**config.mk**
```make
export PLATFORM = sky130hd
export DESIGN_NAME = flce_cell
export DESIGN_NICKNAME = d
export VERILOG_FILES = /design/src/design/flce_pkg.sv /design/src/design/flce_cell.sv
export SDC_FILE = /design/constraint.sdc
export NUM_CORES = 1
export LEC_CHECK = 0
export ABC_CLOCK_PERIOD_IN_PS = 6100
export BUFFER_PORTS_ARGS = -buffer_cell sky130_fd_sc_hd__clkbuf_2
export CORE_MARGIN = 2
export CORE_UTILIZATION = 52
export CTS_BUF_LIST = sky130_fd_sc_hd__clkbuf_8 sky130_fd_sc_hd__clkbuf_16
export DETAILED_ROUTE_END_ITERATION = 10
export MAX_ROUTING_LAYER = met4
export PLACE_DENSITY_LB_ADDON = 0.15
export SETUP_SLACK_MARGIN = 0.3
export SYNTH_ARGS = -nofsm -noshare
export SYNTH_HDL_FRONTEND = slang
export SYNTH_SLANG_ARGS = --single-unit
```
**constraint.sdc**
```tcl
create_clock -name clk -period 6.1 [get_ports clk]
set_input_delay 0.305 -clock clk [delete_from_list [all_inputs] [get_ports clk]]
set_output_delay 0.305 -clock clk [all_outputs]
set_load 0.02 [all_outputs]
```
**src/design/flce_pkg.sv**
```systemverilog
package flce_pkg;

    localparam int DEPTH   = 64;
    localparam int IDX_W   = $clog2(DEPTH);
    localparam int CNT_W   = IDX_W + 1;
    localparam int CAP_W   = 7;
    localparam int CMD_W   = 3;
    localparam int POS_W   = 6;
    localparam int WORD_W  = 32;
    localparam int FIRST_W = 7;

    localparam logic [FIRST_W-1:0] NO_MATCH = '1;

    typedef enum logic [CMD_W-1:0] {
        CMD_APPEND = 3'd0,
        CMD_GET    = 3'd1,
        CMD_SET    = 3'd2,
        CMD_CLEAR  = 3'd3,
        CMD_SEARCH = 3'd4
    } cmd_t;

    typedef struct packed {
        logic [CMD_W-1:0]   cmd;
        logic [POS_W-1:0]   position;
        logic [WORD_W-1:0]  word;
        logic [CNT_W-1:0]   fill;
        logic               ok;
        logic [WORD_W-1:0]  word_out;
        logic [FIRST_W-1:0] first;
        logic [CNT_W-1:0]   count;
        logic               found;
    } pkt_t;

endpackage

```
**src/design/flce_cell.sv**
```systemverilog
module flce_cell
    import flce_pkg::*;
(
    input  logic             clk,
    input  logic             rst_n,
    input  logic             adv,
    input  logic [IDX_W-1:0] idx,
    input  logic             valid_in,
    input  pkt_t             pkt_in,
    output logic             valid_out,
    output pkt_t             pkt_out
);

    logic [WORD_W-1:0] word_reg;
    logic              valid_reg;
    pkt_t              pkt_reg;
    pkt_t              pkt_next;
    logic              wr;
    logic [CNT_W-1:0]  idx_ext;

    assign idx_ext = {1'b0, idx};

    always_comb
    begin
        pkt_next = pkt_in;
        wr       = 1'b0;
        case (pkt_in.cmd)
            CMD_APPEND:
            begin
                if (pkt_in.ok && idx_ext == pkt_in.fill)
                begin
                    wr = 1'b1;
                end
            end
            CMD_GET:
            begin
                if (pkt_in.ok && idx_ext == CNT_W'(pkt_in.position))
                begin
                    pkt_next.word_out = word_reg;
                end
            end
            CMD_SET:
            begin
                if (pkt_in.ok && idx_ext == CNT_W'(pkt_in.position))
                begin
                    pkt_next.word_out = word_reg;
                    wr                = 1'b1;
                end
            end
            CMD_SEARCH:
            begin
                if (idx_ext < pkt_in.fill && word_reg == pkt_in.word)
                begin
                    if (!pkt_in.found)
                    begin
                        pkt_next.first = FIRST_W'(idx);
                    end
                    pkt_next.found = 1'b1;
                    pkt_next.count = pkt_in.count + CNT_W'(1);
                end
            end
            default:
            begin
            end
        endcase
    end

    always_ff @(posedge clk)
    begin
        if (adv && valid_in && wr)
        begin
            word_reg <= pkt_in.word;
        end
        if (adv)
        begin
            pkt_reg <= pkt_next;
        end
    end

    always_ff @(posedge clk or negedge rst_n)
    begin
        if (!rst_n)
        begin
            valid_reg <= 1'b0;
        end
        else if (adv)
        begin
            valid_reg <= valid_in;
        end
    end

    assign valid_out = valid_reg;
    assign pkt_out   = pkt_reg;

endmodule

```
==> summary.txt <==
Hold path
  • Hold WC Path Type: primary input to flip-flop

Worst setup path
  • Startpoint Class: primary input
  • Flop2flop setup slack: 3.28 ns
  • Crit path kind: primary input to flip-flop
  • CP required: approximately 6.4 ns
  • CP max FO: 7
  • Setup crit end kind: flip-flop
  • Critical path data arrival time: approximately 3.1 ns

Die
  • Die width: 103 um
  • Top Ports: 203
  • Core Area: between 9000 and 10000 um2
  • Initial Util: 53.0%
  • # rows: 36
  • Die H: around 100 um
  • Die area: 10600 um2

Timing
  • Final setup violation count: 0
  • Max Clk Rate: 349 MHz
  • Hold Fails Final Rpt: 0
  • Clock skew: 0.00614 ns
  • Max-slew headroom: 46.3%
  • Setup TNS: 0 ns
  • RSZ-0062 raised after global routing: false
  • Measured slew at the worst slew-check pin: 0.803 ns
  • Max-slew violation count: 0
  • Setup WS post-layout: ~3.2 ns
  • Crit path time final: 2.87 ns
  • Final period utilization: a little under half

Logic synthesis
  • Dominant synthesized flop cell: edfxtp_1
  • EDFF count, synth: 128
  • Async SR Flop Fraction: 0.775%
  • Syn Inst Count: 275
  • Synth Cell Area: just over 5000 um2
  • Syn Area/Cell: roughly 19 um2
  • Sequential area share after synthesis: 75.7%
  • Synthesized Nets: 388
  • Yosys warning total: 0
  • #FFs+latches synth: 129
  • Yosys cell types: 26

GRT
  • GR Util met2: between 30% and 40%
  • Met3 track demand over resource: 7.66%
  • Most Crowded Layer GR: met2
  • Global-route wire length before repair: 16.6 mm
  • Met1 usage: 25.3%
  • GRT Resource Usage Total: 22.2%
  • Largest net degree at the start of global routing: slightly above 60
  • Number of global-route vias before repair: 3408
  • Antenna violations before repair: 0
  • Gr ovfl total: 0

Routing
  • Number of vias per cell: 4.96
  • ANT nets after route: 0
  • Number of DRC markers in iteration 0: 141
  • DR pass1 iterations: 4
  • Wire length per cell: 17.0 um
  • Vias: around 3300
  • Routed WL: 11.4 mm
  • DRC: 0

CTS
  • Cts bufs inserted: 17
  • Postcts setup bufs: 0
  • Worst-path clk slew: 0.05 ns
  • Clk sink count: 129
  • TritonCTS clock tree: yes
  • CTS resizes: 0
  • Insertion delay to the later sink of the worst-skew pair: 0.51 ns
  • H-Tree Depth: 4
  • Worst-case clock buffer depth: 2
  • Clock Root Buffer: clkbuf_8

Power and ir drop
  • Power per cell area: 306 nW/um2
  • Peak supply drop: roughly 0.00018 V
  • Pleak: 2.99 nW

Place
  • Pre-CTS setup slack: 3.32 ns
  • HPWL Detailed: 7.74 mm
  • Placed insts: just over 600
  • Port bufs: 202
  • Dpl cell area: 6300 um2
  • Final GP Congestion: 0.846

Finish
  • Fin area: 7180 um2
  • Non-filler cells, final: around 670
  • Layout net count: 641
  • Ant. Diodes: 0
  • Layout cell share with drive strength beyond 1: 50.7%
  • Synthesis-to-layout area growth: 40.5%
  • Largest register FFs: 96
  • Fill cells: 637
  • Fin util: 74.5%

Status
  • Status: finished, final reports clean

Job
  • Max Cap Viol: 0
cell usage after synthesis, drive strengths merged, types with 2 or more instances:
cell type | n | area share [%]
nand4 | 3 | 0.37
nand3 | 6 | 0.59
nand2 | 2 | 0.15
a21oi | 5 | 0.49
nand4b | 2 | 0.34
ha | 7 | 1.7
inv | 8 | 0.59
mux2 | 39 | 8.6
xor2 | 37 | 6.3
xnor2 | 8 | 1.4
edfxtp | 128 | 75
buf | 4 | 0.32
nor4 | 14 | 2.0
nor3 | 2 | 0.20
worst paths after layout:
kind | depth (start not counted) | to | from
worst max register to register | 5 | pkt_out[9] | word_reg[14]
worst min-delay path | 1 | word_reg[3] | pkt_in[58]
max in group asynchronous | 2 | valid_out | rst_n
worst min register to register | 2 | valid_out | valid_out
min in group asynchronous | 2 | valid_out | rst_n
worst max-delay path | 7 | pkt_out[9] | pkt_in[69]
final cells by class:
type	instances	area [um2]	share of cell area [%]
Sequential cell	129	3870	53.9
Timing Repair Buffer	238	1370	19.1
Multi-Input combinational cell	134	1200	16.8
Clock buffer	17	414	5.77
Tap cell	133	166	2.32
Clock inverter	14	126	1.76
Inverter	8	30.0	0.418
cells by family (layout without fill, tap and decap cells):
logic type                 after synthesis  in the layout  synth area share (%)
buffers and inverters                   12            277                 0.906
AOI/OAI and AO/OA                        6              6                 0.587
xor gates and xnor gates                45             45                  7.71
adders and majority gates                7              7                  1.71
muxes                                   39             39                  8.59
and+or+nand+nor                         37             37                  4.78
DFF                                    129            129                  75.7
per-stage QoR:
stage,hold WS (ns),total power [mW]
floorplan,0.00941,1.17
global placement,0.0805,1.28
detailed placement,0.0810,1.29
CTS,0.0000778,2.22
global route,0.00487,2.28
finish,0.0188,2.20
placed cells by master (no fill, tap or decap), types with 2 or more instances in the layout:
master	instances
clkbuf_2	201
edfxtp_1	128
mux2_2	39
xor2_1	37
dlygate4sd3_1	34
clkbuf_16	16
nor4_1	12
inv_1	10
xnor2_1	8
ha_1	7
nand3_1	6
a21oi_1	5
clkinv_2	4
nand4_1	3
clkinvlp_4	3
buf_4	3
nor3_1	2
nand4b_1	2
clkinv_1	2
bufinv_16	2
critical path, cell delays in order:
cell and delay (ns):
dlygate4sd3_1 0.53, clkbuf_2 0.12, xor2_1 0.16, nor4_1 0.46
nand4_1 0.50, nor4_4 0.63, mux2_2 0.40
power by group:
| part | switching [mW] | internal [mW] | leakage, nW |
|---|---|---|---|
| logic | 0.141 | 0.0948 | 1.48 |
| registers | 0.0142 | 1.03 | 1.24 |
| clock network | 0.347 | 0.569 | 0.267 |
| total | 0.502 | 1.70 | 2.99 |
timing repair:
item | 4_1_cts | 5_1_grt
hold endpoints to repair | 53 | 0
hold buffers | 34 | 0
setup endpoints to repair | 0 | 0
layer usage:
metal / share of wire, % / up-vias / wire length (um)
li1: - / 1574 / -
met1: 39 / 1602 / 4460
met2: 52 / 151 / 5900
met3: 8.0 / 12 / 911
met4: 1.4 / 0 / 163
met5: 0 / - / 0
No activity file was read; power rests on OpenSTA's default activity.
